### src/hdl/stke_pkg.sv
// stke_pkg: shared widths, request and status codes, and the command record
// passed from the front end to the execution unit. No dependencies.
`default_nettype none

package stke_pkg;

   // fixed field widths on the channels
   localparam int REQ_W     = 3;
   localparam int WORD_IN_W = 32;
   localparam int POS_W     = 7;
   localparam int ENTRY_W   = 7;
   localparam int SUM_W     = 38;
   localparam int STAT_W    = 3;

   // defaults for the top-level parameters
   localparam int DEF_DEPTH  = 64;
   localparam int DEF_DATA_W = 32;

   // request type codes as they arrive on the channel
   localparam logic [REQ_W-1:0] REQ_PUSH    = 3'd0;
   localparam logic [REQ_W-1:0] REQ_POP     = 3'd1;
   localparam logic [REQ_W-1:0] REQ_REVERSE = 3'd2;
   localparam logic [REQ_W-1:0] REQ_REPLACE = 3'd3;
   localparam logic [REQ_W-1:0] REQ_INSERT  = 3'd4;
   localparam logic [REQ_W-1:0] REQ_CLEAR   = 3'd5;

   // status codes
   localparam logic [STAT_W-1:0] STAT_OK        = 3'd0;
   localparam logic [STAT_W-1:0] STAT_UNDERFLOW = 3'd1;
   localparam logic [STAT_W-1:0] STAT_OVERFLOW  = 3'd2;
   localparam logic [STAT_W-1:0] STAT_BAD_POS   = 3'd3;
   localparam logic [STAT_W-1:0] STAT_NO_MATCH  = 3'd4;

   typedef enum logic [2:0] {
      OP_PUSH,
      OP_POP,
      OP_REVERSE,
      OP_REPLACE,
      OP_INSERT,
      OP_CLEAR,
      OP_NOP
   } op_type;

   typedef struct packed {
      op_type                        op;
      logic signed [WORD_IN_W-1:0]   value;
      logic signed [WORD_IN_W-1:0]   match_value;
      logic        [POS_W-1:0]       position;
   } cmd_type;

endpackage

`default_nettype wire

### src/hdl/stke_req_if.sv
// stke_req_if: request channel, valid/ready handshake with the request fields.
// Depends on stke_pkg for field widths.
`default_nettype none

interface stke_req_if;
   logic                                  valid;
   logic                                  ready;
   logic        [stke_pkg::REQ_W-1:0]     req_type;
   logic signed [stke_pkg::WORD_IN_W-1:0] value;
   logic signed [stke_pkg::WORD_IN_W-1:0] match_value;
   logic        [stke_pkg::POS_W-1:0]     position;

   modport source (output valid, output req_type, output value, output match_value,
                   output position, input ready);
   modport sink   (input valid, input req_type, input value, input match_value,
                   input position, output ready);
endinterface

`default_nettype wire

### src/hdl/stke_rsp_if.sv
// stke_rsp_if: response channel, valid/ready handshake with the result fields.
// Depends on stke_pkg for field widths.
`default_nettype none

interface stke_rsp_if;
   logic                                 valid;
   logic                                 ready;
   logic signed [stke_pkg::WORD_IN_W-1:0] popped;
   logic        [stke_pkg::ENTRY_W-1:0]   entries;
   logic                                 is_empty;
   logic signed [stke_pkg::SUM_W-1:0]     even_sum;
   logic        [stke_pkg::STAT_W-1:0]    status;

   modport source (output valid, output popped, output entries, output is_empty,
                   output even_sum, output status, input ready);
   modport sink   (input valid, input popped, input entries, input is_empty,
                   input even_sum, input status, output ready);
endinterface

`default_nettype wire

### src/hdl/stke_ram.sv
// stke_ram: generic simple dual-port RAM, one write port and one read port
// with registered read data. No dependencies.
`default_nettype none

module stke_ram #(
   parameter int WIDTH = 32,
   parameter int DEPTH = 64,
   localparam int ADDR_W = (DEPTH > 1) ? $clog2(DEPTH) : 1
) (
   input  wire logic              clock,
   input  wire logic              wr_en,
   input  wire logic [ADDR_W-1:0] wr_addr,
   input  wire logic [WIDTH-1:0]  wr_data,
   input  wire logic              rd_en,
   input  wire logic [ADDR_W-1:0] rd_addr,
   output      logic [WIDTH-1:0]  rd_data
);

   logic [WIDTH-1:0] mem_ff [DEPTH];
   logic [WIDTH-1:0] rd_data_ff;

   always_ff @(posedge clock) begin
      if (wr_en) begin
         mem_ff[wr_addr] <= wr_data;
      end
      if (rd_en) begin
         rd_data_ff <= mem_ff[rd_addr];
      end
   end

   assign rd_data = rd_data_ff;

endmodule

`default_nettype wire

### src/hdl/stke_front.sv
// stke_front: accepts requests and classifies the request type into an
// operation code for the command queue. Depends on stke_pkg, stke_req_if.
`default_nettype none

module stke_front (
   stke_req_if.sink              req,
   output logic                  cmd_valid,
   input  wire logic             cmd_ready,
   output stke_pkg::cmd_type     cmd
);

   stke_pkg::op_type op;

   // unused codes become a no-op that still gets a response
   always_comb begin
      unique case (req.req_type)
         stke_pkg::REQ_PUSH:    op = stke_pkg::OP_PUSH;
         stke_pkg::REQ_POP:     op = stke_pkg::OP_POP;
         stke_pkg::REQ_REVERSE: op = stke_pkg::OP_REVERSE;
         stke_pkg::REQ_REPLACE: op = stke_pkg::OP_REPLACE;
         stke_pkg::REQ_INSERT:  op = stke_pkg::OP_INSERT;
         stke_pkg::REQ_CLEAR:   op = stke_pkg::OP_CLEAR;
         default:               op = stke_pkg::OP_NOP;
      endcase
   end

   assign cmd.op          = op;
   assign cmd.value       = req.value;
   assign cmd.match_value = req.match_value;
   assign cmd.position    = req.position;
   assign cmd_valid       = req.valid;
   assign req.ready       = cmd_ready;

endmodule

`default_nettype wire

### src/hdl/stke_queue.sv
// stke_queue: two-entry command queue between front end and execution unit.
// Depends on stke_pkg for the command record.
`default_nettype none

module stke_queue (
   input  wire logic              clock,
   input  wire logic              reset,
   input  wire logic              enq_valid,
   output logic                   enq_ready,
   input  stke_pkg::cmd_type      enq_cmd,
   output logic                   deq_valid,
   input  wire logic              deq_ready,
   output stke_pkg::cmd_type      deq_cmd
);

   stke_pkg::cmd_type slots_ff [2];
   logic              wr_ptr_ff, wr_ptr_in;
   logic              rd_ptr_ff, rd_ptr_in;
   logic [1:0]        level_ff, level_in;
   logic              enq_fire, deq_fire;

   assign enq_ready = (level_ff != 2'd2);
   assign deq_valid = (level_ff != 2'd0);
   assign deq_cmd   = slots_ff[rd_ptr_ff];
   assign enq_fire  = enq_valid && enq_ready;
   assign deq_fire  = deq_valid && deq_ready;

   always_comb begin
      wr_ptr_in = wr_ptr_ff ^ enq_fire;
      rd_ptr_in = rd_ptr_ff ^ deq_fire;
      level_in  = level_ff;
      if (enq_fire && !deq_fire) begin
         level_in = level_ff + 2'd1;
      end else if (deq_fire && !enq_fire) begin
         level_in = level_ff - 2'd1;
      end
   end

   always_ff @(posedge clock) begin
      if (reset) begin
         wr_ptr_ff <= 1'b0;
         rd_ptr_ff <= 1'b0;
         level_ff  <= 2'd0;
      end else begin
         wr_ptr_ff <= wr_ptr_in;
         rd_ptr_ff <= rd_ptr_in;
         level_ff  <= level_in;
      end
   end

   always_ff @(posedge clock) begin
      if (enq_fire) begin
         slots_ff[wr_ptr_ff] <= enq_cmd;
      end
   end

endmodule

`default_nettype wire

### src/hdl/stke_back.sv
// stke_back: execution unit; sequences each command over the word RAM,
// keeps entry count and even sum, and holds the response register.
// Depends on stke_pkg, stke_rsp_if, stke_ram.
`default_nettype none

module stke_back #(
   parameter int DEPTH  = stke_pkg::DEF_DEPTH,
   parameter int DATA_W = stke_pkg::DEF_DATA_W,
   localparam int ADDR_W = (DEPTH > 1) ? $clog2(DEPTH) : 1,
   localparam int CNT_W  = $clog2(DEPTH + 1)
) (
   input  wire logic          clock,
   input  wire logic          reset,
   input  wire logic          cmd_valid,
   output logic               cmd_ready,
   input  stke_pkg::cmd_type  cmd,
   stke_rsp_if.source         rsp,
   output logic [CNT_W-1:0]   fill_count
);

   localparam int SUM_W  = stke_pkg::SUM_W;
   localparam int OUT_W  = stke_pkg::WORD_IN_W;
   localparam int CMP_W  = (CNT_W > stke_pkg::POS_W) ? CNT_W : stke_pkg::POS_W;

   localparam logic [3:0] ST_IDLE   = 4'd0;
   localparam logic [3:0] ST_POP_RD = 4'd1;
   localparam logic [3:0] ST_RV_RLO = 4'd2;
   localparam logic [3:0] ST_RV_RHI = 4'd3;
   localparam logic [3:0] ST_RV_WLO = 4'd4;
   localparam logic [3:0] ST_RV_WHI = 4'd5;
   localparam logic [3:0] ST_SR_RD  = 4'd6;
   localparam logic [3:0] ST_SR_CMP = 4'd7;
   localparam logic [3:0] ST_IN_RD  = 4'd8;
   localparam logic [3:0] ST_IN_WR  = 4'd9;
   localparam logic [3:0] ST_DONE   = 4'd10;

   logic [3:0]                      state_ff, state_in;
   logic [CNT_W-1:0]                count_ff, count_in;
   logic [SUM_W-1:0]                total_ff, total_in;
   logic [stke_pkg::STAT_W-1:0]     status_ff, status_in;
   logic [OUT_W-1:0]                popped_ff, popped_in;
   logic [ADDR_W-1:0]               lo_ff, lo_in;
   logic [ADDR_W-1:0]               hi_ff, hi_in;
   logic [ADDR_W-1:0]               at_ff, at_in;
   logic [DATA_W-1:0]               tmp_ff, tmp_in;
   logic [DATA_W-1:0]               val_ff, val_in;
   logic [DATA_W-1:0]               match_ff, match_in;

   logic                            rsp_valid_ff, rsp_valid_in;
   logic [OUT_W-1:0]                rsp_popped_ff, rsp_popped_in;
   logic [stke_pkg::ENTRY_W-1:0]    rsp_entries_ff, rsp_entries_in;
   logic                            rsp_empty_ff, rsp_empty_in;
   logic [SUM_W-1:0]                rsp_sum_ff, rsp_sum_in;
   logic [stke_pkg::STAT_W-1:0]     rsp_status_ff, rsp_status_in;

   logic                            ram_we, ram_re;
   logic [ADDR_W-1:0]               ram_waddr, ram_raddr;
   logic [DATA_W-1:0]               ram_wdata, ram_rdata;

   logic [DATA_W-1:0]               cmd_word;
   logic [CMP_W-1:0]                pos_cmp, cnt_cmp;
   logic                            full, out_free;

   // sum contribution of a stored word: sign-extended when even, else zero
   function automatic logic [SUM_W-1:0] even_ext(input logic [DATA_W-1:0] w);
      even_ext = w[0] ? '0 : SUM_W'($signed(w));
   endfunction

   stke_ram #(.WIDTH(DATA_W), .DEPTH(DEPTH)) u_ram (
      .clock   (clock),
      .wr_en   (ram_we),
      .wr_addr (ram_waddr),
      .wr_data (ram_wdata),
      .rd_en   (ram_re),
      .rd_addr (ram_raddr),
      .rd_data (ram_rdata)
   );

   assign cmd_word  = DATA_W'(cmd.value);
   assign pos_cmp   = CMP_W'(cmd.position);
   assign cnt_cmp   = CMP_W'(count_ff);
   assign full      = (count_ff == CNT_W'(DEPTH));
   assign out_free  = !rsp_valid_ff || rsp.ready;
   assign cmd_ready = (state_ff == ST_IDLE);

   always_comb begin
      state_in  = state_ff;
      count_in  = count_ff;
      total_in  = total_ff;
      status_in = status_ff;
      popped_in = popped_ff;
      lo_in     = lo_ff;
      hi_in     = hi_ff;
      at_in     = at_ff;
      tmp_in    = tmp_ff;
      val_in    = val_ff;
      match_in  = match_ff;
      ram_we    = 1'b0;
      ram_waddr = hi_ff;
      ram_wdata = val_ff;
      ram_re    = 1'b0;
      ram_raddr = hi_ff;

      rsp_valid_in   = rsp_valid_ff && !rsp.ready;
      rsp_popped_in  = rsp_popped_ff;
      rsp_entries_in = rsp_entries_ff;
      rsp_empty_in   = rsp_empty_ff;
      rsp_sum_in     = rsp_sum_ff;
      rsp_status_in  = rsp_status_ff;

      unique case (state_ff)
         ST_IDLE: begin
            if (cmd_valid) begin
               status_in = stke_pkg::STAT_OK;
               popped_in = '0;
               val_in    = cmd_word;
               match_in  = DATA_W'(cmd.match_value);
               state_in  = ST_DONE;
               unique case (cmd.op)
                  stke_pkg::OP_PUSH: begin
                     if (full) begin
                        status_in = stke_pkg::STAT_OVERFLOW;
                     end else begin
                        ram_we    = 1'b1;
                        ram_waddr = ADDR_W'(count_ff);
                        ram_wdata = cmd_word;
                        count_in  = count_ff + 1'b1;
                        total_in  = total_ff + even_ext(cmd_word);
                     end
                  end
                  stke_pkg::OP_POP: begin
                     if (count_ff == '0) begin
                        status_in = stke_pkg::STAT_UNDERFLOW;
                     end else begin
                        ram_re    = 1'b1;
                        ram_raddr = ADDR_W'(count_ff - 1'b1);
                        count_in  = count_ff - 1'b1;
                        state_in  = ST_POP_RD;
                     end
                  end
                  stke_pkg::OP_REVERSE: begin
                     if (count_ff > CNT_W'(1)) begin
                        lo_in    = '0;
                        hi_in    = ADDR_W'(count_ff - 1'b1);
                        state_in = ST_RV_RLO;
                     end
                  end
                  stke_pkg::OP_REPLACE: begin
                     status_in = stke_pkg::STAT_NO_MATCH;
                     if (count_ff != '0) begin
                        hi_in    = ADDR_W'(count_ff - 1'b1);
                        state_in = ST_SR_RD;
                     end
                  end
                  stke_pkg::OP_INSERT: begin
                     if (pos_cmp > cnt_cmp) begin
                        status_in = stke_pkg::STAT_BAD_POS;
                     end else if (full) begin
                        status_in = stke_pkg::STAT_OVERFLOW;
                     end else begin
                        at_in    = ADDR_W'(cnt_cmp - pos_cmp);
                        hi_in    = ADDR_W'(count_ff);
                        state_in = ST_IN_RD;
                     end
                  end
                  stke_pkg::OP_CLEAR: begin
                     count_in = '0;
                     total_in = '0;
                  end
                  default: begin
                  end
               endcase
            end
         end
         ST_POP_RD: begin
            popped_in = OUT_W'($signed(ram_rdata));
            total_in  = total_ff - even_ext(ram_rdata);
            state_in  = ST_DONE;
         end
         // reverse: swap one pair of entries per pass through RV_RLO, RV_RHI, RV_WLO, RV_WHI
         ST_RV_RLO: begin
            ram_re    = 1'b1;
            ram_raddr = lo_ff;
            state_in  = ST_RV_RHI;
         end
         ST_RV_RHI: begin
            ram_re    = 1'b1;
            ram_raddr = hi_ff;
            tmp_in    = ram_rdata;
            state_in  = ST_RV_WLO;
         end
         ST_RV_WLO: begin
            ram_we    = 1'b1;
            ram_waddr = lo_ff;
            ram_wdata = ram_rdata;
            state_in  = ST_RV_WHI;
         end
         ST_RV_WHI: begin
            ram_we    = 1'b1;
            ram_waddr = hi_ff;
            ram_wdata = tmp_ff;
            lo_in     = lo_ff + 1'b1;
            hi_in     = hi_ff - 1'b1;
            state_in  = ((int'(hi_ff) - int'(lo_ff)) > 2) ? ST_RV_RLO : ST_DONE;
         end
         // replace: search downward from the top entry
         ST_SR_RD: begin
            ram_re    = 1'b1;
            ram_raddr = hi_ff;
            state_in  = ST_SR_CMP;
         end
         ST_SR_CMP: begin
            if (ram_rdata == match_ff) begin
               ram_we    = 1'b1;
               ram_waddr = hi_ff;
               ram_wdata = val_ff;
               total_in  = total_ff - even_ext(ram_rdata) + even_ext(val_ff);
               status_in = stke_pkg::STAT_OK;
               state_in  = ST_DONE;
            end else if (hi_ff == '0) begin
               state_in = ST_DONE;
            end else begin
               hi_in    = hi_ff - 1'b1;
               state_in = ST_SR_RD;
            end
         end
         // insert: move entries up one slot from the top down to the gap
         ST_IN_RD: begin
            if (hi_ff == at_ff) begin
               ram_we    = 1'b1;
               ram_waddr = at_ff;
               ram_wdata = val_ff;
               count_in  = count_ff + 1'b1;
               total_in  = total_ff + even_ext(val_ff);
               state_in  = ST_DONE;
            end else begin
               ram_re    = 1'b1;
               ram_raddr = hi_ff - 1'b1;
               state_in  = ST_IN_WR;
            end
         end
         ST_IN_WR: begin
            ram_we    = 1'b1;
            ram_waddr = hi_ff;
            ram_wdata = ram_rdata;
            hi_in     = hi_ff - 1'b1;
            state_in  = ST_IN_RD;
         end
         ST_DONE: begin
            if (out_free) begin
               rsp_valid_in   = 1'b1;
               rsp_popped_in  = popped_ff;
               rsp_entries_in = stke_pkg::ENTRY_W'(count_ff);
               rsp_empty_in   = (count_ff == '0);
               rsp_sum_in     = total_ff;
               rsp_status_in  = status_ff;
               state_in       = ST_IDLE;
            end
         end
         default: begin
            state_in = ST_IDLE;
         end
      endcase
   end

   always_ff @(posedge clock) begin
      if (reset) begin
         state_ff     <= ST_IDLE;
         count_ff     <= '0;
         total_ff     <= '0;
         rsp_valid_ff <= 1'b0;
      end else begin
         state_ff     <= state_in;
         count_ff     <= count_in;
         total_ff     <= total_in;
         rsp_valid_ff <= rsp_valid_in;
      end
   end

   always_ff @(posedge clock) begin
      status_ff      <= status_in;
      popped_ff      <= popped_in;
      lo_ff          <= lo_in;
      hi_ff          <= hi_in;
      at_ff          <= at_in;
      tmp_ff         <= tmp_in;
      val_ff         <= val_in;
      match_ff       <= match_in;
      rsp_popped_ff  <= rsp_popped_in;
      rsp_entries_ff <= rsp_entries_in;
      rsp_empty_ff   <= rsp_empty_in;
      rsp_sum_ff     <= rsp_sum_in;
      rsp_status_ff  <= rsp_status_in;
   end

   assign rsp.valid    = rsp_valid_ff;
   assign rsp.popped   = $signed(rsp_popped_ff);
   assign rsp.entries  = rsp_entries_ff;
   assign rsp.is_empty = rsp_empty_ff;
   assign rsp.even_sum = $signed(rsp_sum_ff);
   assign rsp.status   = rsp_status_ff;
   assign fill_count   = count_ff;

endmodule

`default_nettype wire

### src/hdl/stack_engine_top.sv
// stack_engine_top: bounded LIFO stack engine, front end, command queue and
// execution unit. Depends on stke_pkg, stke_req_if, stke_rsp_if, stke_front,
// stke_queue, stke_back.
//
//   channel    direction  handshake         payload
//   req_chan   in         valid / ready     req_type, value, match_value, position
//   rsp_chan   out        valid / ready     popped, entries, is_empty, even_sum, status
//
// One request is executed at a time by the sequencer in stke_back; the word RAM
// has one read and one write port, which sets the loop costs. Pop reads the top
// word; reverse swaps one pair per pass; replace reads and compares one entry per
// step from the top; insert moves each entry above the insertion point up one slot.
// Synchronous reset clears count, even sum, queue and response valid; the word
// RAM is not cleared. Up to two requests wait in the queue while a response
// stalls in the output register.
`default_nettype none

module stack_engine_top #(
   parameter int DEPTH  = stke_pkg::DEF_DEPTH,
   parameter int DATA_W = stke_pkg::DEF_DATA_W
) (
   input wire logic   clock,
   input wire logic   reset,
   stke_req_if.sink   req_chan,
   stke_rsp_if.source rsp_chan
);

   localparam int CNT_W = $clog2(DEPTH + 1);

   logic              fe_valid, fe_ready;
   stke_pkg::cmd_type fe_cmd;
   logic              q_valid, q_ready;
   stke_pkg::cmd_type q_cmd;
   logic [CNT_W-1:0]  fill_count;

   stke_front u_front (
      .req       (req_chan),
      .cmd_valid (fe_valid),
      .cmd_ready (fe_ready),
      .cmd       (fe_cmd)
   );

   stke_queue u_queue (
      .clock     (clock),
      .reset     (reset),
      .enq_valid (fe_valid),
      .enq_ready (fe_ready),
      .enq_cmd   (fe_cmd),
      .deq_valid (q_valid),
      .deq_ready (q_ready),
      .deq_cmd   (q_cmd)
   );

   stke_back #(.DEPTH(DEPTH), .DATA_W(DATA_W)) u_back (
      .clock      (clock),
      .reset      (reset),
      .cmd_valid  (q_valid),
      .cmd_ready  (q_ready),
      .cmd        (q_cmd),
      .rsp        (rsp_chan),
      .fill_count (fill_count)
   );

   a_count_bound: assert property (@(posedge clock) disable iff (reset)
      fill_count <= CNT_W'(DEPTH))
      else $error("entry count above depth");

   a_count_step: assert property (@(posedge clock) disable iff (reset)
      (fill_count == $past(fill_count)) ||
      (fill_count == CNT_W'($past(fill_count) + 1'b1)) ||
      (fill_count == CNT_W'($past(fill_count) - 1'b1)) ||
      (fill_count == '0))
      else $error("entry count moved by more than one");

   a_empty_flag: assert property (@(posedge clock) disable iff (reset)
      rsp_chan.valid && rsp_chan.is_empty |-> rsp_chan.entries == '0)
      else $error("empty flag with nonzero entries");

   a_no_rsp_after_reset: assert property (@(posedge clock)
      $past(reset) |-> !rsp_chan.valid)
      else $error("response valid right after reset");

endmodule

`default_nettype wire

### src/flat_wrapper.sv
// flat-port wrapper written by rule: the top's interface ports become plain ports
module stack_engine_top_flat 
#(
   parameter int DEPTH  = stke_pkg::DEF_DEPTH,
   parameter int DATA_W = stke_pkg::DEF_DATA_W
)
  (clock, reset, req_chan_valid, req_chan_req_type, req_chan_value, req_chan_match_value, req_chan_position, req_chan_ready, rsp_chan_valid, rsp_chan_popped, rsp_chan_entries, rsp_chan_is_empty, rsp_chan_even_sum, rsp_chan_status, rsp_chan_ready);
  stke_req_if req_chan_i ();
  stke_rsp_if rsp_chan_i ();
  input wire logic clock;
  input wire logic reset;
  input wire logic [$bits(req_chan_i.valid)-1:0] req_chan_valid;
  input wire logic [$bits(req_chan_i.req_type)-1:0] req_chan_req_type;
  input wire logic [$bits(req_chan_i.value)-1:0] req_chan_value;
  input wire logic [$bits(req_chan_i.match_value)-1:0] req_chan_match_value;
  input wire logic [$bits(req_chan_i.position)-1:0] req_chan_position;
  output wire logic [$bits(req_chan_i.ready)-1:0] req_chan_ready;
  output wire logic [$bits(rsp_chan_i.valid)-1:0] rsp_chan_valid;
  output wire logic [$bits(rsp_chan_i.popped)-1:0] rsp_chan_popped;
  output wire logic [$bits(rsp_chan_i.entries)-1:0] rsp_chan_entries;
  output wire logic [$bits(rsp_chan_i.is_empty)-1:0] rsp_chan_is_empty;
  output wire logic [$bits(rsp_chan_i.even_sum)-1:0] rsp_chan_even_sum;
  output wire logic [$bits(rsp_chan_i.status)-1:0] rsp_chan_status;
  input wire logic [$bits(rsp_chan_i.ready)-1:0] rsp_chan_ready;
  assign req_chan_i.valid = req_chan_valid;
  assign req_chan_i.req_type = req_chan_req_type;
  assign req_chan_i.value = req_chan_value;
  assign req_chan_i.match_value = req_chan_match_value;
  assign req_chan_i.position = req_chan_position;
  assign req_chan_ready = req_chan_i.ready;
  assign rsp_chan_valid = rsp_chan_i.valid;
  assign rsp_chan_popped = rsp_chan_i.popped;
  assign rsp_chan_entries = rsp_chan_i.entries;
  assign rsp_chan_is_empty = rsp_chan_i.is_empty;
  assign rsp_chan_even_sum = rsp_chan_i.even_sum;
  assign rsp_chan_status = rsp_chan_i.status;
  assign rsp_chan_i.ready = rsp_chan_ready;
  stack_engine_top #(.DEPTH(DEPTH), .DATA_W(DATA_W)) u_core (.clock(clock), .reset(reset), .req_chan(req_chan_i), .rsp_chan(rsp_chan_i));
endmodule
### config.mk
export PLATFORM = sky130hd
export DESIGN_NAME = stack_engine_top_flat
export DESIGN_NICKNAME = d
export VERILOG_FILES = /design/src/hdl/stke_pkg.sv /design/src/hdl/stke_req_if.sv /design/src/hdl/stke_rsp_if.sv /design/src/hdl/stke_ram.sv /design/src/hdl/stke_front.sv /design/src/hdl/stke_queue.sv /design/src/hdl/stke_back.sv /design/src/hdl/stack_engine_top.sv /design/src/flat_wrapper.sv
export SDC_FILE = /design/constraint.sdc
export NUM_CORES = 2
export LEC_CHECK = 0
export BUFFER_PORTS_ARGS = -buffer_cell sky130_fd_sc_hd__buf_2
export CELL_PAD_IN_SITES_DETAIL_PLACEMENT = 2
export CELL_PAD_IN_SITES_GLOBAL_PLACEMENT = 2
export CORE_UTILIZATION = 45
export CTS_BUF_LIST = sky130_fd_sc_hd__clkbuf_4 sky130_fd_sc_hd__clkbuf_8
export DETAILED_ROUTE_END_ITERATION = 8
export PLACE_DENSITY = 0.89
export SETUP_SLACK_MARGIN = 0.05
export SLEW_MARGIN = 20
export SYNTH_ARGS = -nofsm -noshare
export SYNTH_HDL_FRONTEND = slang
export SYNTH_SLANG_ARGS = --single-unit
### constraint.sdc
create_clock -name clock -period 8.3 [get_ports clock]
set_input_delay 0.83 -clock clock [delete_from_list [all_inputs] [get_ports clock]]
set_output_delay 0.83 -clock clock [all_outputs]
set_load 0.05 [all_outputs]
==> run_results.csv, run 1 <==
group,metric,value,unit
status,status,"stopped before the end",
status,stop_stage,"5_1_grt",
status,firstError,"[ERROR GRT-0232] Routing congestion too high. Check the congestion heatmap in the GUI.",
synthesis,synth_flop_cell,"edfxtp_1",
clock_tree,cts_buffers,433,
synthesis,ys_seq_area_share,69.9,%
synthesis,yosysTopAreaCellShare,68.9,%
clock_tree,h-tree-depth,5,
synthesis,yosys_warnings,0,
die,num_rows,178,
die,dieWidth,490,um
synthesis,syn_nets,8564,
sta,worst_endpoint,"u_core.u_back.total_ff[36]$_SDFFE_PP0P_/D",
synthesis,synth_cell_types,99,
place,gp_congestion,0.918,
synthesis,yosysTopAreaCell,"edfxtp_1",
sta,worst-ep-kind,"register data pin",
clock_tree,cts_resized,0,
clock_tree,cts.sinks,2510,
synthesis,synth.area.top_cells,"edfxtp_1 69%, nand2_1 7.1%, nand3_1 3.9%",
global_route,antenna_found_initial,101,
clock_tree,cts-hold-fix-buffers,73,
synthesis,synth_area_per_cell,12.8,um^2
synthesis,synth-seq-cells,2510,
place,dpl.cell_count,11400,
die,start_util,45.4,%
die,die_y,490,um
synthesis,synthCells,8347,
global_route,grt_start_max_net_pins,153,
synthesis,synth.cell_area,0.107,mm^2
global_route,gr-total-overflow,214,
synthesis,ys_async_sr_fraction,0,%
die,ios,161,
place,io_buffer_count,159,
clock_tree,cts_setup_buffers,0,
synthesis,synth_edf_count,2457,
clock_tree,cts_buffer_depth,4,
clock_tree,root_buffer,"clkbuf_8",
place,dpl.hpwl,297000,um
global_route,track_usage,71.1,%
## synthesized netlist by cell type, types with 36 or more instances
library cell	count
edfxtp_1	2457
nand2_1	2011
nand3_1	843
nor2_1	274
a21oi_1	245
mux2i_1	226
clkbuf_1	206
and3_1	194
buf_2	153
o21ai_0	151
ha_1	134
a31oi_1	128
a311oi_1	107
inv_1	93
xor2_1	79
xnor2_1	77
buf_4	60
nand2b_1	55
a21o_1	53
dfxtp_1	53
nor2b_1	50
a221o_1	44
a22oi_1	44
mux2_2	39
buf_1	37
o211ai_1	37
nor3_1	36
## kinds of logic after synthesis
family                     Yosys count  synth area share, %
buffers and inverters              583                 2.67
AOI/OAI and AO/OA                 1090                 7.03
DFF                               2510                 69.9
and+or+nand+nor                   3601                 14.9
adders and majority gates          139                 1.66
xor gates and xnor gates           158                 1.31
other                                1              0.00350
muxes                              265                 2.52
## layer usage
layer | GRT overflow | GRT usage, %
met4 | 107 | 68.9
met2 | 101 | 85.1
met3 | 3 | 59.4
met1 | 2 | 70.6
met5 | 1 | 36.3
## per-stage QoR
stage | area [um^2] | worst slack [ps] | utilization, %
floorplan | 107000 | 1800 | -
CTS | 121000 | 836 | 51.4
detailed placement | 112000 | 1300 | 47.6
global placement | 112000 | 1690 | 47.5
==> inputs of run 2 (changes only) <==
Settings changed: CELL_PAD_IN_SITES_DETAIL_PLACEMENT 2 to unset, CELL_PAD_IN_SITES_GLOBAL_PLACEMENT 2 to unset, CORE_UTILIZATION 45 to 30, CTS_BUF_LIST sky130_fd_sc_hd__clkbuf_4 sky130_fd_sc_hd__clkbuf_8 to unset, PLACE_DENSITY 0.89 to unset, PLACE_DENSITY_LB_ADDON set to 0.15, SETUP_SLACK_MARGIN 0.05 to unset.
==> run 2 against run 1 <==
Effect of this change:
- synthesized cell count stayed put
- the flow now finishes without violations
- area after synthesis stayed put
==> run_results.csv, run 2 <==
group,metric,value,unit
clock_tree,cts_buffers,287,
final_layout,largest_reg_flops,2048,
synthesis,ys_seq_area_share,69.9,%
die,coreArea,0.354,mm^2
sta,hold_viol,0,
die,num_rows,218,
place,dpl.cell_count,13000,
synthesis,synth-seq-cells,2510,
sta,setup-violations-final,0,
global_route,antenna_found_initial,32,
final_layout,design_area,0.123,mm^2
clock_tree,cts_buffer_depth,4,
clock_tree,cts_tree,"done",
synthesis,syn_nets,8564,
critical_path,critPathRequiredTime,9090,ps
critical_path,path_cells,"buf_4 -> nand2b_1 -> fa_1 -> a211oi_1 -> o21ai_0 -> a311oi_1 -> nor3b_1 -> a21oi_1 -> o21ai_0 -> a41oi_1 -> xor2_1 -> o21ai_0 -> ha_1 -> a21o_1 -> a21o_1 -> a21oi_1 -> o21ai_0 -> a311oi_1 -> nand3_1 -> xor2_1 -> a22oi_1 -> a31oi_1",
clock_tree,cts-hold-fix-buffers,0,
clock_tree,h-tree-depth,5,
synthesis,yosys_warnings,0,
critical_path,ff2ff_path_depth,22,
global_route,grt_pass1_wl,524000,um
critical_path,critPathArrivalTime,7240,ps
critical_path,critPathMaxFanout,35,
global_route,grt_pass1_vias,67700,
sta,fin_crit,6460,ps
drt,antenna_left,0,
final_layout,final_cells,13500,
place,place_area,0.114,mm^2
worst_hold_path,hold_path_depth,1,
critical_path,cp-start-kind,"flop",
drt,wl_per_cell,27.6,um
die,dieWidth,599,um
status,status,"finished clean",
critical_path,worst_setup_path_end_kind,"flop",
sta,slew_headroom,17.6,%
sta,fin_crit_sh,77.8,%
critical_path,slowest_stage,"a21oi_1",
synthesis,yosys-top-cells-count,"2,457 x edfxtp_1, 2,011 x nand2_1, 843 x nand3_1, 274 x nor2_1, 245 x a21oi_1",
clock_tree,path_clk_slew,60,ps
clock_tree,root_buffer,"clkbuf_16",
place,dpl.hpwl,230000,um
drt,drc,0,
synthesis,synth_area_per_cell,12.8,um^2
drt,vias,70400,
critical_path,crit_type,"flop to flop",
synthesis,ys_async_sr_fraction,0,%
synthesis,yosysTopAreaCell,"edfxtp_1",
final_layout,final_common_cell,"edfxtp_1",
clock_tree,cts_resized,0,
clock_tree,cts.sinks,2510,
synthesis,synthCells,8347,
sta,fin_setup_tns,0,ps
drt,dr.first_iter.drc_count,7095,
clock_tree,clk_latency,910,ps
synthesis,synth.cell_area,0.107,mm^2
final_layout,reg_top3,"u_core.u_back.u_ram.mem_ff: 2048 flops, u_core.u_queue.slots_ff: 148 flops",
global_route,grt_start_max_net_pins,130,
sta,fmax,155,MHz
synthesis,synth_cell_types,99,
final_layout,finalNetCount,8779,
worst_hold_path,hold_path.class,"input port to flop",
die,start_util,30.2,%
drt,dr.pass1.iters,6,
die,die_y,599,um
critical_path,cpMostUsedCell,"o21ai_0",
sta,rsz0062_at_grt,"no",
sta,slew_violations,0,
sta,tightest_slew,1230,ps
final_layout,drive_gt1_share,11.5,%
drt,wl,373000,um
global_route,track_usage,20.2,%
place,io_buffer_count,159,
synthesis,synth_edf_count,2457,
global_route,gr-total-overflow,0,
clock_tree,cts_setup_buffers,0,
synthesis,synth_flop_cell,"edfxtp_1",
final_layout,top_register,"u_core.u_back.u_ram.mem_ff",
place,gp_congestion,0.878,
final_layout,area_growth,15.2,%
job,maxCapViolCount,0,
die,ios,161,
synthesis,synth.area.top_cells,"edfxtp_1 69%, nand2_1 7.1%, nand3_1 3.9%",
sta,clock_skew,48.5,ps
synthesis,yosysTopAreaCellShare,68.9,%
critical_path,worst_path_largest_cell_delay,540,ps
drt,via_per_inst,5.20,
final_layout,mostFrequentLayoutCells,"2,457 x edfxtp_1, 2,009 x nand2_1, 843 x nand3_1",
synthesis,synth_most_common_cell,"edfxtp_1",
die,dieArea,0.359,mm^2
==> run 2: cell families after synthesis <==
| family | share of synthesized area (%) |
|---|---|
| adder cells (fa/ha/maj) | 1.66 |
| flip-flops | 69.9 |
| other | 0.00350 |
| buffers and inverters | 2.67 |
| multiplexers | 2.52 |
| XOR/XNOR | 1.31 |
| AO/OA/AOI/OAI | 7.03 |
| AND/OR/NAND/NOR | 14.9 |
==> run 2: worst paths after layout <==
check,from,end,slack [ps]
setup reg to reg,u_core.u_back.u_ram.rd_data[0],u_core.u_back.total_ff[37],1840
hold / removal,req_chan_value[10],u_core.u_queue.slots_ff[0][49],120
hold reg to reg,u_core.u_back.popped_ff[17],u_core.u_back.rsp.popped[17],420
setup / recovery,u_core.u_back.u_ram.rd_data[0],u_core.u_back.total_ff[37],1840
==> run 2: cell type report <==
type,instances,area (um^2)
Multi-Input combinational cell,5254,30300
Fill cell,34400,231000
Sequential cell,2510,74800
Clock buffer,366,7680
Antenna cell,26,65.1
Clock inverter,141,1080
Inverter,94,354
Timing Repair Buffer,415,2990
Tap cell,4730,5920
==> run 2: worst max-delay path, delay by kind of cell (launching register included) <==
family,cells,cell delay [ps]
compound gates,14,3880
xor+xnor,2,450
fa+ha+maj,2,730
buf+inv,1,270
flops,1,390
simple gates,3,610
==> run 2: per-layer routing <==
layer / share of wire, % / track usage [%]
met5: 0.0056 / 0
met4: 2.7 / 5.39
met3: 6.2 / 2.87
met2: 46 / 32.4
met1: 45 / 28.6
==> run 2: metrics by stage <==
stage,utilization [%],hold slack (ps),setup WS (ps)
detailed placement,32.3,405,1930
CTS,34.8,42.8,1920
floorplan,-,400,1800
finish,34.8,117,1840
global placement,32.3,406,1820
global route,34.8,78.5,1440
Power of run 2 is left out: the tool's default activity adds up to more than one toggle a clock period on the data nets, which glitch-free logic cannot reach.
